**config.mk**
```make
export PLATFORM = sky130hd
export DESIGN_NAME = multi_channel_pulse_output_top
export DESIGN_NICKNAME = d
export VERILOG_FILES = /design/src/rtl/core/mcpo_pkg.sv /design/src/rtl/core/mcpo_chan.sv /design/src/rtl/core/multi_channel_pulse_output_top.sv
export VERILOG_INCLUDE_DIRS = /design/src /design/src/rtl/core
export SDC_FILE = /design/constraint.sdc
export NUM_CORES = 1
export LEC_CHECK = 0
export BUFFER_PORTS_ARGS = -buffer_cell sky130_fd_sc_hd__buf_2
export CORE_ASPECT_RATIO = 1.2
export CORE_MARGIN = 4
export CORE_UTILIZATION = 50
export DETAILED_ROUTE_END_ITERATION = 10
export PLACE_DENSITY = 0.7
export SYNTH_ARGS = -nofsm -noshare
export SYNTH_HDL_FRONTEND = slang
export SYNTH_SLANG_ARGS = --single-unit
```
**constraint.sdc**
```tcl
create_clock -name clk -period 5.3 [get_ports clk]
set_clock_uncertainty 0.15 [all_clocks]
set_input_delay 0.53 -clock clk [delete_from_list [all_inputs] [get_ports clk]]
set_output_delay 0.53 -clock clk [all_outputs]
set_load 0.03 [all_outputs]
```
**src/rtl/core/multi_channel_pulse_output_top_macros.svh**
```systemverilog
// Assertion macros shared by the pulse output RTL.
`ifndef MULTI_CHANNEL_PULSE_OUTPUT_TOP_MACROS_SVH
`define MULTI_CHANNEL_PULSE_OUTPUT_TOP_MACROS_SVH

// Same-cycle implication, sampled on clk, off while arst_n is low
`define MCPO_ASSERT_IMP(label, ante, cons, msg) \
	label: assert property (@(posedge clk) disable iff (!arst_n) (ante) |-> (cons)) \
		else $error(msg);

// Next-cycle implication, sampled on clk, off while arst_n is low
`define MCPO_ASSERT_NXT(label, ante, cons, msg) \
	label: assert property (@(posedge clk) disable iff (!arst_n) (ante) |=> (cons)) \
		else $error(msg);

`endif

```
**src/rtl/core/mcpo_pkg.sv**
```systemverilog
// Types, constants and the pulse length table of the pulse output block.
`timescale 1ns / 1ps
package mcpo_pkg;

	localparam int NUM_CHANNELS_DEF = 8;
	localparam int CH_W             = 3;
	localparam int MODE_W           = 4;
	localparam int LEVELS_W         = 8;
	localparam int CNT_W            = 9;

	// Opcodes
	localparam logic OP_TICK  = 1'b0;
	localparam logic OP_WRITE = 1'b1;

	// Mode codes
	localparam logic [MODE_W-1:0] MODE_HIGH        = 4'd1;
	localparam logic [MODE_W-1:0] MODE_PULSE_FIRST = 4'd2;
	localparam logic [MODE_W-1:0] MODE_PULSE_LAST  = 4'd9;

	localparam logic [CNT_W-1:0] PULSE_MAX = 9'd400;

	// Channel phase
	typedef enum logic [2:0] {
		PH_IDLE = 3'b001,
		PH_RUN  = 3'b010,
		PH_DONE = 3'b100
	} phase_t;

	// Per-channel control for one word
	typedef struct packed {
		logic              tick;
		logic              wr;
		logic [MODE_W-1:0] mode;
	} chan_ctl_t;

	// Pulse length in ticks, indexed by mode minus two
	function automatic logic [CNT_W-1:0] pulse_len(input logic [2:0] idx);
		logic [CNT_W-1:0] len;
		unique case (idx)
			3'd0: len = 9'd10;
			3'd1: len = 9'd20;
			3'd2: len = 9'd50;
			3'd3: len = 9'd80;
			3'd4: len = 9'd100;
			3'd5: len = 9'd150;
			3'd6: len = 9'd200;
			3'd7: len = 9'd400;
			default: len = 9'd400;
		endcase
		return len;
	endfunction

endpackage

```
**src/rtl/core/mcpo_chan.sv**
```systemverilog
// One output channel: pending mode, applied mode, pulse phase and counter.
`timescale 1ns / 1ps
`include "multi_channel_pulse_output_top_macros.svh"
module mcpo_chan (
	input  logic                clk,
	input  logic                arst_n,
	input  mcpo_pkg::chan_ctl_t ctl,
	output logic                level,
	output logic                level_nxt
);
	import mcpo_pkg::*;

	phase_t            phase_q, phase_n;
	logic [MODE_W-1:0] amode_q, amode_n;
	logic [MODE_W-1:0] pmode_q, pmode_n;
	logic              pflag_q, pflag_n;
	logic [CNT_W-1:0]  cnt_q, cnt_n;
	logic              level_q, level_n;
	logic              take;
	logic [CNT_W-1:0]  len;

	// Next state for a mode write or a tick
	always_comb begin
		phase_n = phase_q;
		amode_n = amode_q;
		pmode_n = pmode_q;
		pflag_n = pflag_q;
		cnt_n   = cnt_q;
		level_n = level_q;
		take    = ((phase_q == PH_IDLE) || (phase_q == PH_DONE)) && pflag_q;
		len     = '0;
		if (ctl.wr) begin
			pmode_n = ctl.mode;
			pflag_n = 1'b1;
		end else if (ctl.tick) begin
			// idle or finished: pick up the pending mode
			if (take) begin
				amode_n = pmode_q;
				pflag_n = 1'b0;
				phase_n = PH_IDLE;
				cnt_n   = '0;
			end
			len = pulse_len(amode_n[2:0] - 3'd2);
			if (amode_n <= MODE_HIGH) begin
				if (phase_n == PH_IDLE) begin
					level_n = amode_n[0];
					phase_n = PH_DONE;
				end
			end else if (amode_n <= MODE_PULSE_LAST) begin
				if (phase_n == PH_IDLE) begin
					level_n = 1'b1;
					phase_n = PH_RUN;
				end
				// old count against the length, then count up
				if (phase_n == PH_RUN) begin
					if (cnt_n >= len) begin
						level_n = 1'b0;
						phase_n = PH_DONE;
					end
					cnt_n = cnt_n + 9'd1;
				end
			end
		end
	end

	// State registers
	always_ff @(posedge clk or negedge arst_n) begin
		if (!arst_n) begin
			phase_q <= PH_IDLE;
			amode_q <= '0;
			pmode_q <= '0;
			pflag_q <= 1'b0;
			cnt_q   <= '0;
			level_q <= 1'b0;
		end else begin
			phase_q <= phase_n;
			amode_q <= amode_n;
			pmode_q <= pmode_n;
			pflag_q <= pflag_n;
			cnt_q   <= cnt_n;
			level_q <= level_n;
		end
	end

	assign level     = level_q;
	assign level_nxt = level_n;

	`MCPO_ASSERT_IMP(a_run_is_pulse, phase_q == PH_RUN, amode_q >= MODE_PULSE_FIRST && amode_q <= MODE_PULSE_LAST, "running phase without a pulse mode")
	`MCPO_ASSERT_IMP(a_run_cnt_bound, phase_q == PH_RUN, cnt_q <= PULSE_MAX, "pulse counter past longest pulse")
	`MCPO_ASSERT_IMP(a_done_pulse_low, phase_q == PH_DONE && amode_q >= MODE_PULSE_FIRST && amode_q <= MODE_PULSE_LAST, !level_q, "finished pulse left output high")

endmodule

```
**src/rtl/core/multi_channel_pulse_output_top.sv**
```systemverilog
// Top level of the pulse output bank: input register, channels, result register.
`timescale 1ns / 1ps
`include "multi_channel_pulse_output_top_macros.svh"
// Pulse output bank.
// Input channel (item_valid / item_stall) carries one word: opcode 0 is a
// tick that steps every channel, opcode 1 stores new_mode as the pending
// mode of the addressed channel. Writes to channels at or above
// NUM_CHANNELS are dropped. Each word yields one result word on the
// result channel (result_valid / result_stall): levels, bit i the output
// of channel i after the word, zero above the last channel.
// A word accepted into the input register moves on once the result slot
// is free: all channels update and the result register loads at that
// same edge, and the result is then offered from the result register.
// Throughput: one word per cycle unless the receiver stalls, set by the
// single channel update stage between input register and result register.
// When the receiver stalls, the result holds; one more word may still
// enter the input register, after which item_stall rises.
// Reset clears every channel to mode 0, not started, output low, no
// pending mode, and empties both registers.
module multi_channel_pulse_output_top #(
	parameter int NUM_CHANNELS = mcpo_pkg::NUM_CHANNELS_DEF
) (
	input  logic                          clk,
	input  logic                          arst_n,
	input  logic                          item_valid,
	output logic                          item_stall,
	input  logic                          opcode,
	input  logic [mcpo_pkg::CH_W-1:0]     channel,
	input  logic [mcpo_pkg::MODE_W-1:0]   new_mode,
	output logic                          result_valid,
	input  logic                          result_stall,
	output logic [mcpo_pkg::LEVELS_W-1:0] levels
);
	import mcpo_pkg::*;

	logic                valid_s1;
	logic                op_s1;
	logic [CH_W-1:0]     ch_s1;
	logic [MODE_W-1:0]   mode_s1;
	logic                accept;
	logic                adv;
	logic                result_valid_q;
	logic [LEVELS_W-1:0] levels_q;
	logic [NUM_CHANNELS-1:0] lvl_cur;
	logic [NUM_CHANNELS-1:0] lvl_nxt;
	logic [LEVELS_W-1:0] lvl_byte_cur;
	logic [LEVELS_W-1:0] lvl_byte_nxt;

	// Handshake: input register drains whenever the result slot frees up
	assign adv        = valid_s1 && (!result_valid_q || !result_stall);
	assign item_stall = valid_s1 && result_valid_q && result_stall;
	assign accept     = item_valid && !item_stall;

	// Input register
	always_ff @(posedge clk or negedge arst_n) begin
		if (!arst_n) begin
			valid_s1 <= 1'b0;
		end else if (accept) begin
			valid_s1 <= 1'b1;
		end else if (adv) begin
			valid_s1 <= 1'b0;
		end
	end

	always_ff @(posedge clk) begin
		if (accept) begin
			op_s1   <= opcode;
			ch_s1   <= channel;
			mode_s1 <= new_mode;
		end
	end

	// Channel lanes
	for (genvar i = 0; i < NUM_CHANNELS; i++) begin : g_chan
		chan_ctl_t ctl;
		logic      hit;
		if (i < (1 << CH_W)) begin : g_addr
			assign hit = (ch_s1 == CH_W'(i));
		end else begin : g_noaddr
			assign hit = 1'b0;
		end
		assign ctl.tick = adv && (op_s1 == OP_TICK);
		assign ctl.wr   = adv && (op_s1 == OP_WRITE) && hit;
		assign ctl.mode = mode_s1;

		mcpo_chan u_chan (
			.clk       (clk),
			.arst_n    (arst_n),
			.ctl       (ctl),
			.level     (lvl_cur[i]),
			.level_nxt (lvl_nxt[i])
		);
	end

	// Map channels onto the levels field
	for (genvar j = 0; j < LEVELS_W; j++) begin : g_byte
		if (j < NUM_CHANNELS) begin : g_on
			assign lvl_byte_cur[j] = lvl_cur[j];
			assign lvl_byte_nxt[j] = lvl_nxt[j];
		end else begin : g_off
			assign lvl_byte_cur[j] = 1'b0;
			assign lvl_byte_nxt[j] = 1'b0;
		end
	end

	// Result register
	always_ff @(posedge clk or negedge arst_n) begin
		if (!arst_n) begin
			result_valid_q <= 1'b0;
		end else if (adv) begin
			result_valid_q <= 1'b1;
		end else if (!result_stall) begin
			result_valid_q <= 1'b0;
		end
	end

	always_ff @(posedge clk) begin
		if (adv) begin
			levels_q <= lvl_byte_nxt;
		end
	end

	assign result_valid = result_valid_q;
	assign levels       = levels_q;

	`MCPO_ASSERT_IMP(a_stall_only_full, item_stall, valid_s1 && result_valid_q, "input stalled with a free slot")
	`MCPO_ASSERT_NXT(a_adv_loads_result, adv, result_valid_q, "advanced word did not reach result register")
	`MCPO_ASSERT_NXT(a_write_keeps_levels, adv && op_s1 == OP_WRITE, levels_q == $past(lvl_byte_cur), "mode write changed the levels")

endmodule

```
==> metrics.log <==
[metrics] Leakage Power: 6.05 nW
[metrics] peak supply drop: 0.272 mV
[metrics] post-synthesis cell type with the largest combined area: sky130_fd_sc_hd__dfrtp_1
[metrics] number of warnings issued by yosys: 0
[metrics] endpoint class of the critical path: flop
[metrics] power per cell area: 447 mW/mm2
[metrics] fraction of met1 tracks used by global routing: 0.247
[metrics] source of the worst register-to-register timing path: g_chan[4].u_chan.phase_q[0]
[metrics] post-CTS sizing: 0
[metrics] number of flip-flops and latches in the synthesized netlist: between 150 and 200
[metrics] Global Route Usage Sum: 0.192
[metrics] transition time at the pin with the least slew margin: 863 ps
[metrics] Unique masters post-synth: 73
[metrics] switching power total: 2.50 mW
[metrics] Post CTS Setup Buffer Count: 0
[metrics] worst-case hold slack: 107 ps
[metrics] placeable core area: 0.0255 mm2
[metrics] CTS tree: built
[metrics] die extent in y: 184 um
[metrics] vias in the first global route: 9725
[metrics] share of power burned in registers: 0.370
[metrics] global routing usage on met3: 0.0299
[metrics] number of diodes added for antenna fixing: 0
[metrics] proportion of synthesized chip area in sequential cells: 0.383
[metrics] Period minus WS final: 4510 ps
[metrics] RSZ-0062 raised after global routing: false
[metrics] Iter 0 DRT Violations: 466
[metrics] internal power consumption: 3.68 mW
[metrics] total wire length after detailed routing: 26100 um
[metrics] proportion of total power due to net switching: 0.404
[metrics] number of hold violations in the final report: 0
[metrics] count of TritonRoute iterations in the first routing pass: 5
[metrics] part of the total power dissipated in the clock network: 0.210
[metrics] CP startpoint kind: flop
[metrics] post-synthesis area per instance: 9.03 um2
[metrics] top area cells in the synthesized netlist: sky130_fd_sc_hd__dfrtp_1 (33%), sky130_fd_sc_hd__ha_1 (7.0%), sky130_fd_sc_hd__mux2_2 (6.4%)
[metrics] register-to-register path setup slack: 790 ps
[metrics] endpoint required time on the critical path: 5480 ps
[metrics] number of enable flip-flop cells after synthesis: 16
[metrics] number of rows in the core area: 64
[metrics] highest achievable clock rate: 222 MHz
[metrics] clock insertion delay at the later pin of the skew report: 440 ps
[metrics] type of the setup path with the least slack: reg -> reg
[metrics] total clock buffers created by CTS: 17
[metrics] total grt overflow: 0
[metrics] top-level port count: 22
[metrics] portion of the clock cycle consumed by the worst path in the final layout: 0.852
[metrics] number of remaining DRC errors: 0
[metrics] first element of the critical path: g_chan[4].u_chan.phase_q[0]
[metrics] layout overhead on the synthesized area: 7.06%
[metrics] worst reg-to-reg path cell count: 15
[metrics] share of the synthesized area in the top cell type: 0.330
[metrics] cell count after synthesis: 1429
[metrics] effective utilization at floorplan: 0.507
[metrics] Final Wtd Congestion: approximately 0.84
[metrics] most frequent cells after synthesis: sky130_fd_sc_hd__nand2_1 (195), sky130_fd_sc_hd__dfrtp_1 (170), sky130_fd_sc_hd__nor2_1 (88), sky130_fd_sc_hd__mux2_2 (73), sky130_fd_sc_hd__ha_1 (72)
[metrics] worst slew margin relative to its limit: 0.408
[metrics] fraction of layout cells with a size suffix above 1: 0.118
[metrics] combinational cell fraction of total power: 0.420
[metrics] first-pass GRT wire length: 45800 um
[metrics] critical path fanouts, max: 24
[metrics] number of antenna violations at the first check in global routing: 0
[metrics] number of max-cap violations: 0
[metrics] hold depth: 1
[metrics] outcome: finished clean
[metrics] Post-layout nets: 1491
[metrics] async set-or-reset flop fraction in the synthesized netlist: 0.918
[metrics] clock edge transition at the registers on the reported setup and hold paths: 70 ps
[metrics] total via count in the routed design: a little under 10000
[metrics] layer with the highest usage: met2
[metrics] post-detail-place hpwl: roughly 19000 um
[metrics] Finish-stage setup viols: 0
[metrics] r2r endpoint: g_chan[4].u_chan.phase_q[2]
[metrics] horizontal extent of the die: 155 um
[metrics] number of H-tree levels: 4
[metrics] final-layout setup total negative slack: 0 ps
[metrics] number of nets with antenna violations after routing: 0
[metrics] CTS Sinks: between 150 and 200
[metrics] Layout fillers: 2340
[metrics] most numerous cell in the Yosys netlist: sky130_fd_sc_hd__nand2_1
[metrics] hold path start: new_mode[0]
[metrics] leading register cell type out of synthesis: sky130_fd_sc_hd__dfrtp_1
[metrics] M2 GR Usage: 0.334
[metrics] worst min-delay path category: in -> reg
[metrics] arrival time at the worst endpoint: 4690 ps
[metrics] buffers from clock root to sink, at most: 2
[metrics] number of buffers added on ports: 21
[metrics] area of the die: 0.0284 mm2
[metrics] via density per instance: 5.59
[metrics] synthesized cell area: 0.0129 mm2
[metrics] count of pins over their slew limit: 0
[metrics] routed length per instance: roughly 15 um
[metrics] endpoint of the worst hold path: mode_s1[0]
[metrics] pin count of the biggest net entering global routing: just under 90
[metrics] Post-Syn Nets: 1513
[metrics] clock root cell: sky130_fd_sc_hd__clkbuf_16
[metrics] number of hold-repair buffers added at the cts stage: 1
per-layer routing:
layer  part of all wire  routed length [um]
met4              0.017                 441
met1               0.46               12100
met2               0.50               13100
met3              0.017                 446
met5                  0                   0
layout make-up:
class	instances	area, um2	share of cell area
Multi-Input combinational cell	1098	7420	0.537
Sequential cell	194	4940	0.358
Clock buffer	17	425	0.0308
Tap cell	330	413	0.0299
Inverter	64	240	0.0174
Timing Repair Buffer	32	199	0.0144
Clock inverter	15	168	0.0121
worst max-delay path: stages, from the launching register on:
cell                       delay [ps]
sky130_fd_sc_hd__dfstp_2          560
sky130_fd_sc_hd__xor2_1           310
sky130_fd_sc_hd__nand2_1          100
sky130_fd_sc_hd__buf_4            230
sky130_fd_sc_hd__mux2i_1          680
sky130_fd_sc_hd__xnor2_1          160
sky130_fd_sc_hd__mux2_2           290
sky130_fd_sc_hd__o21ai_0          220
sky130_fd_sc_hd__ha_1             200
sky130_fd_sc_hd__nor2b_1           40
sky130_fd_sc_hd__o21ai_0          140
sky130_fd_sc_hd__o211ai_1         110
sky130_fd_sc_hd__a311oi_1         470
sky130_fd_sc_hd__nor2_1           110
sky130_fd_sc_hd__maj3_1           360
sky130_fd_sc_hd__a32o_1           260
flip-flops by register name (all words and copies together) (netlist names):
name and cells:
g_chan.u_chan.cnt_q 72, g_chan.u_chan.amode_q 32, g_chan.u_chan.pmode_q 32, g_chan.u_chan.phase_q 24, g_chan.u_chan.level 8, g_chan.u_chan.pflag_q 8
levels 8, mode_s1 4, ch_s1 3, op_s1 1, result_valid 1, valid_s1 1
layout by cell type (no fill, tap or decap), drive strengths merged, types with 5 or more instances in the layout:
cell type,n
nand2,196
dfrtp,170
nor2,88
mux2,74
ha,72
inv,72
xnor2,69
and2,67
o21ai,67
a21oi,65
nand3,57
nor3,46
buf,30
nand2b,28
mux2i,28
xor2,24
o211ai,19
clkbuf,18
o31ai,17
o21a,16
edfxtp,16
and3,13
nand4,13
a211oi,12
nor2b,12
a21o,10
nor3b,10
nand3b,9
a311oi,8
dfstp,8
or3,7
a31oi,6
or2,5
nor4,5
clkinv,5
power by group through the flow:
stage / combinational (mW) / clock, mW / sequential, mW
3_3_place_gp: 2.51 / 0 / 2.29
3_5_place_dp: 2.59 / 0 / 2.30
6_report: 2.60 / 1.30 / 2.28
5_1_grt: 2.97 / 1.39 / 2.35
2_1_floorplan: 2.25 / 0 / 2.10
4_1_cts: 2.61 / 1.33 / 2.28
per-stage QoR:
| stage | util | cells | cell area (um2) | worst slack, ps | power (mW) |
|---|---|---|---|---|---|
| 2_1_floorplan | - | 1429 | 12900 | 1530 | 4.34 |
| 3_3_place_gp | 0.519 | 1717 | 13200 | 1070 | 4.80 |
| 3_5_place_dp | 0.519 | 1717 | 13200 | 887 | 4.89 |
| 4_1_cts | 0.542 | 1750 | 13800 | 866 | 6.22 |
| 5_1_grt | 0.542 | 1750 | 13800 | 452 | 6.71 |
| 6_report | 0.542 | 1750 | 13800 | 787 | 6.18 |
kinds of logic (layout without fill, tap and decap cells):
group / after synthesis / count (layout) / share of synthesized area
AND/OR/NAND/NOR: 564 / 564 / 0.215
XOR/XNOR: 93 / 93 / 0.0637
multiplexers: 102 / 102 / 0.0905
flip-flops: 194 / 194 / 0.383
AO/OA/AOI/OAI: 263 / 263 / 0.133
buffers and inverters: 137 / 128 / 0.0416
adder cells (fa/ha/maj): 76 / 76 / 0.0729
worst max path at each step:
stage,endpoint,slack [ps]
2_1_floorplan,g_chan[4].u_chan.phase_q[2],1530
3_3_place_gp,levels[2],1070
3_5_place_dp,levels[2],890
4_1_cts,g_chan[4].u_chan.phase_q[2],870
5_1_grt,g_chan[4].u_chan.phase_q[2],450
6_report,g_chan[4].u_chan.phase_q[2],790
(Power assumes the default switching activity.)
